===== config.mk =====
export PLATFORM = sky130hd
export DESIGN_NAME = multi_button_debounce_edge_detect
export DESIGN_NICKNAME = d
export VERILOG_FILES = /design/src/rtl/mbde_pkg.sv /design/src/rtl/mbde_front.sv /design/src/rtl/mbde_fifo.sv /design/src/rtl/mbde_back.sv /design/src/rtl/multi_button_debounce_edge_detect.sv
export SDC_FILE = /design/constraint.sdc
export NUM_CORES = 2
export LEC_CHECK = 0
export ABC_AREA = 1
export BUFFER_PORTS_ARGS = -buffer_cell sky130_fd_sc_hd__clkbuf_2
export CORE_MARGIN = 2
export CORE_UTILIZATION = 35
export DETAILED_ROUTE_END_ITERATION = 16
export HOLD_SLACK_MARGIN = 0.05
export PLACE_DENSITY_LB_ADDON = 0.1
export SLEW_MARGIN = 20
export SYNTH_ARGS = -nofsm -noshare
export SYNTH_HDL_FRONTEND = slang
export SYNTH_HIERARCHICAL = 1
export SYNTH_SLANG_ARGS = --single-unit

===== constraint.sdc =====
create_clock -name clk_i -period 5.95 [get_ports clk_i]
set_input_delay 1.19 -clock clk_i [delete_from_list [all_inputs] [get_ports clk_i]]
set_output_delay 1.19 -clock clk_i [all_outputs]
set_load 0.02 [all_outputs]

===== src/rtl/mbde_pkg.sv =====
`timescale 1ns / 1ps
`default_nettype none
// ----------------------------------------------------------------------------
// mbde_pkg
// Shared types and constants for the button debounce and edge detect block.
// ----------------------------------------------------------------------------
package mbde_pkg;

  localparam int unsigned NumButtons  = 16;
  localparam int unsigned IdxW        = $clog2(NumButtons);
  localparam int unsigned NumTimeRegs = 8;
  localparam int unsigned CfgIdxW     = 4;
  localparam int unsigned CfgDataW    = 64;
  localparam int unsigned TimeW       = 16;
  localparam int unsigned NowW        = 32;

  // Button map
  localparam logic [4:0] LastDigital = 5'd9;
  localparam logic [4:0] LastTrigger = 5'd11;
  localparam logic [4:0] HatUp       = 5'd12;
  localparam logic [4:0] HatRight    = 5'd13;
  localparam logic [4:0] HatDown     = 5'd14;

  localparam logic [9:0] TriggerThreshold = 10'd512;

  // Hat sector bounds in degrees, inclusive
  localparam logic signed [9:0] HatZero = 10'sd0;
  localparam logic signed [9:0] Hat45   = 10'sd45;
  localparam logic signed [9:0] Hat135  = 10'sd135;
  localparam logic signed [9:0] Hat225  = 10'sd225;
  localparam logic signed [9:0] Hat315  = 10'sd315;

  // Classified poll, handed from front to back
  typedef struct packed {
    logic              bad;
    logic [IdxW-1:0]   idx;
    logic              raw;
    logic [NowW-1:0]   now;
  } item_t;

  // One result beat
  typedef struct packed {
    logic raw_active;
    logic raw_pressed;
    logic raw_released;
    logic deb_active;
    logic deb_pressed;
    logic deb_released;
    logic bad_index;
  } result_t;

endpackage
`default_nettype wire


===== src/rtl/mbde_front.sv =====
`timescale 1ns / 1ps
`default_nettype none
// ----------------------------------------------------------------------------
// mbde_front
// Classifies a poll: checks the index and derives the raw button value.
// ----------------------------------------------------------------------------
module mbde_front (
  input  wire logic [4:0]        button_index_i,
  input  wire logic              raw_bit_i,
  input  wire logic [9:0]        trigger_level_i,
  input  wire logic signed [9:0] hat_angle_i,
  input  wire logic [31:0]       now_ms_i,
  output mbde_pkg::item_t        item_o
);

  logic raw;
  logic hat_up, hat_right, hat_down, hat_left;

  assign hat_up    = (hat_angle_i >= mbde_pkg::HatZero && hat_angle_i <= mbde_pkg::Hat45) ||
                     (hat_angle_i >= mbde_pkg::Hat315);
  assign hat_right = (hat_angle_i >= mbde_pkg::Hat45) && (hat_angle_i <= mbde_pkg::Hat135);
  assign hat_down  = (hat_angle_i >= mbde_pkg::Hat135) && (hat_angle_i <= mbde_pkg::Hat225);
  assign hat_left  = (hat_angle_i >= mbde_pkg::Hat225) && (hat_angle_i <= mbde_pkg::Hat315);

  always_comb begin
    if (button_index_i <= mbde_pkg::LastDigital) begin
      raw = raw_bit_i;
    end else if (button_index_i <= mbde_pkg::LastTrigger) begin
      raw = trigger_level_i > mbde_pkg::TriggerThreshold;
    end else if (button_index_i == mbde_pkg::HatUp) begin
      raw = hat_up;
    end else if (button_index_i == mbde_pkg::HatRight) begin
      raw = hat_right;
    end else if (button_index_i == mbde_pkg::HatDown) begin
      raw = hat_down;
    end else begin
      raw = hat_left;
    end
  end

  assign item_o.bad = button_index_i[4];
  assign item_o.idx = button_index_i[mbde_pkg::IdxW-1:0];
  assign item_o.raw = raw;
  assign item_o.now = now_ms_i;

endmodule
`default_nettype wire


===== src/rtl/mbde_fifo.sv =====
`timescale 1ns / 1ps
`default_nettype none
// ----------------------------------------------------------------------------
// mbde_fifo
// Two-entry queue of classified polls between front and back.
// ----------------------------------------------------------------------------
module mbde_fifo (
  input  wire logic            clk_i,
  input  wire logic            rst_ni,
  input  wire logic            push_i,
  input  wire mbde_pkg::item_t push_item_i,
  output logic                 full_o,
  input  wire logic            pop_i,
  output logic                 valid_o,
  output mbde_pkg::item_t      pop_item_o
);

  mbde_pkg::item_t mem_q [2];
  logic            wr_ptr_q, rd_ptr_q;
  logic [1:0]      count_q;

  always_ff @(posedge clk_i or negedge rst_ni) begin
    if (!rst_ni) begin
      wr_ptr_q <= 1'b0;
      rd_ptr_q <= 1'b0;
      count_q  <= 2'd0;
    end else begin
      if (push_i) begin
        wr_ptr_q <= ~wr_ptr_q;
      end
      if (pop_i) begin
        rd_ptr_q <= ~rd_ptr_q;
      end
      if (push_i && !pop_i) begin
        count_q <= count_q + 2'd1;
      end else if (pop_i && !push_i) begin
        count_q <= count_q - 2'd1;
      end
    end
  end

  always_ff @(posedge clk_i) begin
    if (push_i) begin
      mem_q[wr_ptr_q] <= push_item_i;
    end
  end

  assign full_o     = count_q[1];
  assign valid_o    = (count_q != 2'd0);
  assign pop_item_o = mem_q[rd_ptr_q];

endmodule
`default_nettype wire


===== src/rtl/mbde_back.sv =====
`timescale 1ns / 1ps
`default_nettype none
// ----------------------------------------------------------------------------
// mbde_back
// Per-button debounce state, time registers and the result register.
// ----------------------------------------------------------------------------
module mbde_back (
  input  wire logic                           clk_i,
  input  wire logic                           rst_ni,
  input  wire logic                           cfg_we_i,
  input  wire logic [mbde_pkg::CfgIdxW-1:0]   cfg_idx_i,
  input  wire logic [mbde_pkg::CfgDataW-1:0]  cfg_wdata_i,
  input  wire logic                           item_valid_i,
  input  wire mbde_pkg::item_t                item_i,
  output logic                                pop_o,
  output logic                                out_valid_o,
  input  wire logic                           out_ready_i,
  output mbde_pkg::result_t                   result_o
);

  logic [mbde_pkg::CfgDataW-1:0] times_q [mbde_pkg::NumTimeRegs];
  logic [mbde_pkg::NumButtons-1:0] deb_q, prev_q;
  logic [mbde_pkg::NowW-1:0]       last_q [mbde_pkg::NumButtons];

  logic                          out_valid_q;
  mbde_pkg::result_t             result_q, result_d;

  logic [mbde_pkg::CfgDataW-1:0] treg;
  logic [31:0]                   tpair;
  logic [mbde_pkg::TimeW-1:0]    hold_time;
  logic [mbde_pkg::NowW-1:0]     elapsed;
  logic                          deb_cur, prev_cur, change;

  assign pop_o = item_valid_i && (!out_valid_q || out_ready_i);

  always_comb begin
    treg      = times_q[item_i.idx[mbde_pkg::IdxW-1:1]];
    tpair     = item_i.idx[0] ? treg[63:32] : treg[31:0];
    // activate time in low half, clear time in high half
    hold_time = item_i.raw ? tpair[15:0] : tpair[31:16];
    deb_cur   = deb_q[item_i.idx];
    prev_cur  = prev_q[item_i.idx];
    elapsed   = item_i.now - last_q[item_i.idx];
    change    = !item_i.bad && (item_i.raw != deb_cur) &&
                (elapsed > {16'd0, hold_time});

    result_d = '0;
    if (item_i.bad) begin
      result_d.bad_index = 1'b1;
    end else begin
      result_d.raw_active   = item_i.raw;
      result_d.raw_pressed  = item_i.raw && !prev_cur;
      result_d.raw_released = !item_i.raw && prev_cur;
      result_d.deb_active   = change ? item_i.raw : deb_cur;
      result_d.deb_pressed  = change && item_i.raw;
      result_d.deb_released = change && !item_i.raw;
    end
  end

  always_ff @(posedge clk_i or negedge rst_ni) begin
    if (!rst_ni) begin
      for (int i = 0; i < mbde_pkg::NumTimeRegs; i++) begin
        times_q[i] <= '0;
      end
      for (int i = 0; i < mbde_pkg::NumButtons; i++) begin
        last_q[i] <= '0;
      end
      deb_q       <= '0;
      prev_q      <= '0;
      out_valid_q <= 1'b0;
    end else begin
      // writes beyond the last register are dropped
      if (cfg_we_i && !cfg_idx_i[mbde_pkg::CfgIdxW-1]) begin
        times_q[cfg_idx_i[mbde_pkg::CfgIdxW-2:0]] <= cfg_wdata_i;
      end
      if (pop_o && !item_i.bad) begin
        prev_q[item_i.idx] <= item_i.raw;
        if (change) begin
          deb_q[item_i.idx]  <= item_i.raw;
          last_q[item_i.idx] <= item_i.now;
        end
      end
      if (pop_o) begin
        out_valid_q <= 1'b1;
      end else if (out_ready_i) begin
        out_valid_q <= 1'b0;
      end
    end
  end

  always_ff @(posedge clk_i) begin
    if (pop_o) begin
      result_q <= result_d;
    end
  end

  assign out_valid_o = out_valid_q;
  assign result_o    = result_q;

endmodule
`default_nettype wire


===== src/rtl/multi_button_debounce_edge_detect.sv =====
`timescale 1ns / 1ps
`default_nettype none
// ----------------------------------------------------------------------------
// multi_button_debounce_edge_detect
// Polls one of sixteen buttons per beat, debounces it and reports edges.
// ----------------------------------------------------------------------------
//  channel   handshake            payload
//  -------   ------------------   ----------------------------------------
//  in        in_valid/in_ready    button_index, raw_bit, trigger_level,
//                                 hat_angle, now_ms
//  out       out_valid/out_ready  raw/debounced active, pressed, released,
//                                 bad_index
//  cfg       cfg_we               cfg_idx (4 bits), cfg_wdata (64 bits)
//
// One beat per cycle while out_ready stays high; a result passes the queue slot,
// then the result register, after its poll is accepted, and is held until
// out_ready takes it.
// The per-button state read-modify-write is done in the back end as a poll pops.
// Reset clears all button state and time registers at once; no sweep.
// A two-entry queue absorbs output stalls; in_ready drops when it is full.
// ----------------------------------------------------------------------------
module multi_button_debounce_edge_detect (
  input  wire logic                          clk_i,
  input  wire logic                          rst_ni,
  input  wire logic                          in_valid_i,
  output logic                               in_ready_o,
  input  wire logic [4:0]                    button_index_i,
  input  wire logic                          raw_bit_i,
  input  wire logic [9:0]                    trigger_level_i,
  input  wire logic signed [9:0]             hat_angle_i,
  input  wire logic [31:0]                   now_ms_i,
  output logic                               out_valid_o,
  input  wire logic                          out_ready_i,
  output logic                               raw_active_o,
  output logic                               raw_pressed_o,
  output logic                               raw_released_o,
  output logic                               debounced_active_o,
  output logic                               debounced_pressed_o,
  output logic                               debounced_released_o,
  output logic                               bad_index_o,
  input  wire logic                          cfg_we_i,
  input  wire logic [mbde_pkg::CfgIdxW-1:0]  cfg_idx_i,
  input  wire logic [mbde_pkg::CfgDataW-1:0] cfg_wdata_i
);

  mbde_pkg::item_t   front_item, queue_item;
  mbde_pkg::result_t result;
  logic              queue_full, queue_valid, pop;
  logic              push;

  assign in_ready_o = !queue_full;
  assign push       = in_valid_i && !queue_full;

  mbde_front u_front (
    .button_index_i  (button_index_i),
    .raw_bit_i       (raw_bit_i),
    .trigger_level_i (trigger_level_i),
    .hat_angle_i     (hat_angle_i),
    .now_ms_i        (now_ms_i),
    .item_o          (front_item)
  );

  mbde_fifo u_fifo (
    .clk_i       (clk_i),
    .rst_ni      (rst_ni),
    .push_i      (push),
    .push_item_i (front_item),
    .full_o      (queue_full),
    .pop_i       (pop),
    .valid_o     (queue_valid),
    .pop_item_o  (queue_item)
  );

  mbde_back u_back (
    .clk_i        (clk_i),
    .rst_ni       (rst_ni),
    .cfg_we_i     (cfg_we_i),
    .cfg_idx_i    (cfg_idx_i),
    .cfg_wdata_i  (cfg_wdata_i),
    .item_valid_i (queue_valid),
    .item_i       (queue_item),
    .pop_o        (pop),
    .out_valid_o  (out_valid_o),
    .out_ready_i  (out_ready_i),
    .result_o     (result)
  );

  assign raw_active_o         = result.raw_active;
  assign raw_pressed_o        = result.raw_pressed;
  assign raw_released_o       = result.raw_released;
  assign debounced_active_o   = result.deb_active;
  assign debounced_pressed_o  = result.deb_pressed;
  assign debounced_released_o = result.deb_released;
  assign bad_index_o          = result.bad_index;

endmodule
`default_nettype wire

==> flow_summary_export.csv <==
group,metric,value,unit
outcome,outcome,"completed",
setup_path,worstSetupStartpoint,"u_fifo/mem_q[1][33]",
synthesis,syn_inst,6448,
setup_path,crit_path_max_fanout,20,
synthesis,synth_compound_area_frac,0.137,
cells_and_area,utilization,0.412,
cells_and_area,layout_common_cells,"nand2_1 (2094), dfrtp_1 (1060), nand4_1 (558)",
synthesis,synth_ff_type,"dfrtp_1",
cells_and_area,fin_nets,6669,
place,gp_congestion,0.908,
synthesis,ys_ff_latch,1144,
place,hpwl,134000,um
power,pwr-share-clk,0.246,
cts,cts-root-buf,"clkbuf_16",
cts,clock_latency,0.80,ns
setup_path,path_class,"register to register",
floorplan,core,0.156,mm2
power,p_seq_frac,0.313,
setup_path,crit_path_top_delay_cell,"or4_4",
synthesis,yosys.area_share.simple,0.238,
setup_path,r2r_slack,0.18,ns
floorplan,start_util,0.352,
drt,remaining_drc_errors,0,
timing,period_needed,5.77,ns
cts,cts_tree,"done",
timing,maxSlewHeadroom,0.313,
synthesis,syn-mean-instance-area,8.51,um2
cts,clock_path_buffers,3,
drt,ant_nets,0,
synthesis,synthXorXnorAreaFrac,0.00303,
job,drv_cap,0,
grt,grt_pass1_vias,46882,
synthesis,async_reset_ff_frac,0.927,
synthesis,synthMuxAreaShare,0.00848,
setup_path,cp_slowest_stage_delay,0.55,ns
power,p_per_area,529,mW/mm2
drt,drt_pass1_iterations,6,
drt,routed_wl,215000,um
power,p_sw,0.0147,W
synthesis,synth_edf_count,83,
synthesis,yosysSeqAreaShare,0.529,
timing,skew,0.0456,ns
timing,worst_hold_slack,0.371,ns
cts,clock_sinks,1144,
place,place_inst,8392,
cts,htreeDepth,4,
grt,grt_max_degree,153,
setup_path,cp.arrival,6.49,ns
synthesis,synthesis.area,0.0549,mm2
power,leakage,30.7,nW
power,internal-power,0.0193,W
worst_hold_path,min_path_type,"input pin to async pin",
cells_and_area,finalNonFillerCells,8649,
drt,routedWlPerCell,24.8,um
synthesis,synth_cell_types,55,
grt,grt.overflow.total,0,
grt,antenna_found_initial,5,
timing,max_slew.worst_pin.slew,1.03,ns
synthesis,yosys_warnings,6,
cts,clk_pin_slew,0.06,ns
power,power.share.combinational,0.441,
synthesis,synth_fp_nets,6630,
timing,report.final.setup_viol,0,
drt,routed_via_density,5.57,
setup_path,endpoint_kind,"register",
timing,post-route-period-util,0.970,
floorplan,rows,145,
floorplan,die_height,400,um
drt,first_iter_violations,4785,
drt,vias,48161,
place,io_buffers,139,
cts,hold_buffers,0,
synthesis,synth_fa_ha_area_frac,0.0118,
timing,slew_viol_final,0,
floorplan,die-area,0.160,mm2
cts,cts_buffers,137,
cells_and_area,syn_to_final_growth,17.3,%
timing,hold_violations,0,
setup_path,cp.required,6.66,ns
setup_path,crit_top_cell,"nand2_1",
setup_path,cp-start-kind,"register",
synthesis,synth_top_family_by_area,"simple AND/OR/NAND/NOR gates",
grt,track_usage,0.267,
setup_path,timing.rr.start,"u_fifo/mem_q[1][33]",
cells_and_area,final_common_cell,"nand2_1",
power,power_switching_share,0.432,
floorplan,die_w,400,um
power,peakVddDrop,334,uV
floorplan,io_pins,140,
cells_and_area,drive_gt1_frac,0.127,
grt,grt_pass1_wl,321000,um
timing,fmax,173,MHz
repair_timing:
action                                  4_1_cts  5_1_grt
endpoints found under the setup margin        1      531
setup buffers                                 0       10
cloned                                        0        4
resized for setup                             0       54
pin swaps                                     1        7
synth_stat cells, types with 9 or more instances:
master	number	share of area
ha_1	50	0.011
a22oi_1	264	0.036
a211oi_1	29	0.0040
nor3_1	11	0.0010
a22o_1	25	0.0040
inv_1	352	0.024
o21ai_0	522	0.048
buf_4	69	0.0094
a32oi_1	9	0.0014
edfxtp_1	83	0.045
buf_1	62	0.0042
nor2_1	173	0.012
a221oi_1	28	0.0045
nand2_1	2102	0.14
dfrtp_1	1061	0.48
nand4_4	9	0.0035
a21oi_1	260	0.024
xor2_1	16	0.0026
mux2_4	10	0.0027
mux2_2	28	0.0057
clkbuf_1	368	0.025
a31oi_1	41	0.0047
o22ai_1	20	0.0023
nand3_1	80	0.0073
nand4_1	558	0.064
buf_2	85	0.0078
nor4_1	34	0.0039
o221ai_1	17	0.0027
critical path, delay by kind of cell, from the launching register on:
family | cells | cell delay, ns
buffers and inverters | 11 | 1.53
AND/OR/NAND/NOR | 17 | 1.77
multiplexers | 1 | 0.34
flip-flops | 1 | 0.45
XOR/XNOR | 1 | 0.08
adder cells (fa/ha/maj) | 3 | 0.87
AO/OA/AOI/OAI | 3 | 0.61
final cells by class:
cell class / count / area (um2)
tap: 2058 / 2570
clock inverter: 41 / 497
timing repair buffer: 488 / 4580
clock buffer: 201 / 3950
inverter: 362 / 1380
sequential: 1144 / 29000
antenna: 1 / 2.50
multi-input combinational: 4354 / 22300
fill: 15593 / 91700
per-layer routing:
layer	track usage	wire, um	vias up
li1	-	-	22056
met1	0.380	97500	24111
met2	0.423	99500	1697
met3	0.0384	12500	289
met4	0.0726	5280	8
met5	0	49	-
cells by family after synthesis:
| group | after synthesis |
|---|---|
| adders and majority gates | 51 |
| muxes | 38 |
| xor gates and xnor gates | 19 |
| AOI/OAI and AO/OA | 1258 |
| DFF | 1144 |
| buffers and inverters | 950 |
| and+or+nand+nor | 2988 |
flip-flops by register name (all words and copies together) (netlist names):
register            flops
u_fifo/mem_q           76
u_fifo/rd_ptr_q         1
u_back/deb_q           16
u_back/result_o         7
u_back/times_q        512
u_back/last_q         512
u_back/out_valid_o      1
u_back/prev_q          16
u_fifo/count_q          2
u_fifo/wr_ptr_q         1
worst paths after layout:
kind,endpoint,depth (start not counted)
worst max-delay path,u_back/last_q[304],36
worst min-delay path,u_back/last_q[101],1
worst max register to register,u_back/last_q[304],36
worst min register to register,u_back/last_q[316],2
max in group asynchronous,u_back/last_q[336],3
min in group clk_i,u_back/last_q[316],2
power by group through the flow:
stage / Sequential, W / Clock [W] / Combinational (W)
after global placement: 0.0108 / 0 / 0.0144
after floorplan: 0.0105 / 0 / 0.00803
after global routing: 0.0109 / 0.00889 / 0.0163
final: 0.0107 / 0.00838 / 0.0150
after detailed placement: 0.0108 / 0 / 0.0145
after CTS: 0.0106 / 0.00856 / 0.0145
stage by stage:
step           setup TNS, ns  cell area (um2)  setup WS [ns]  power [W]
2_1_floorplan              0            54900          0.788     0.0186
3_3_place_gp               0            59300         0.0528     0.0252
3_5_place_dp               0            59400         0.0719     0.0252
4_1_cts                    0            63900         0.0208     0.0337
5_1_grt                -1.40            64300        -0.0428     0.0360
6_report                   0            64300          0.178     0.0341
(Power assumes the default switching activity.)
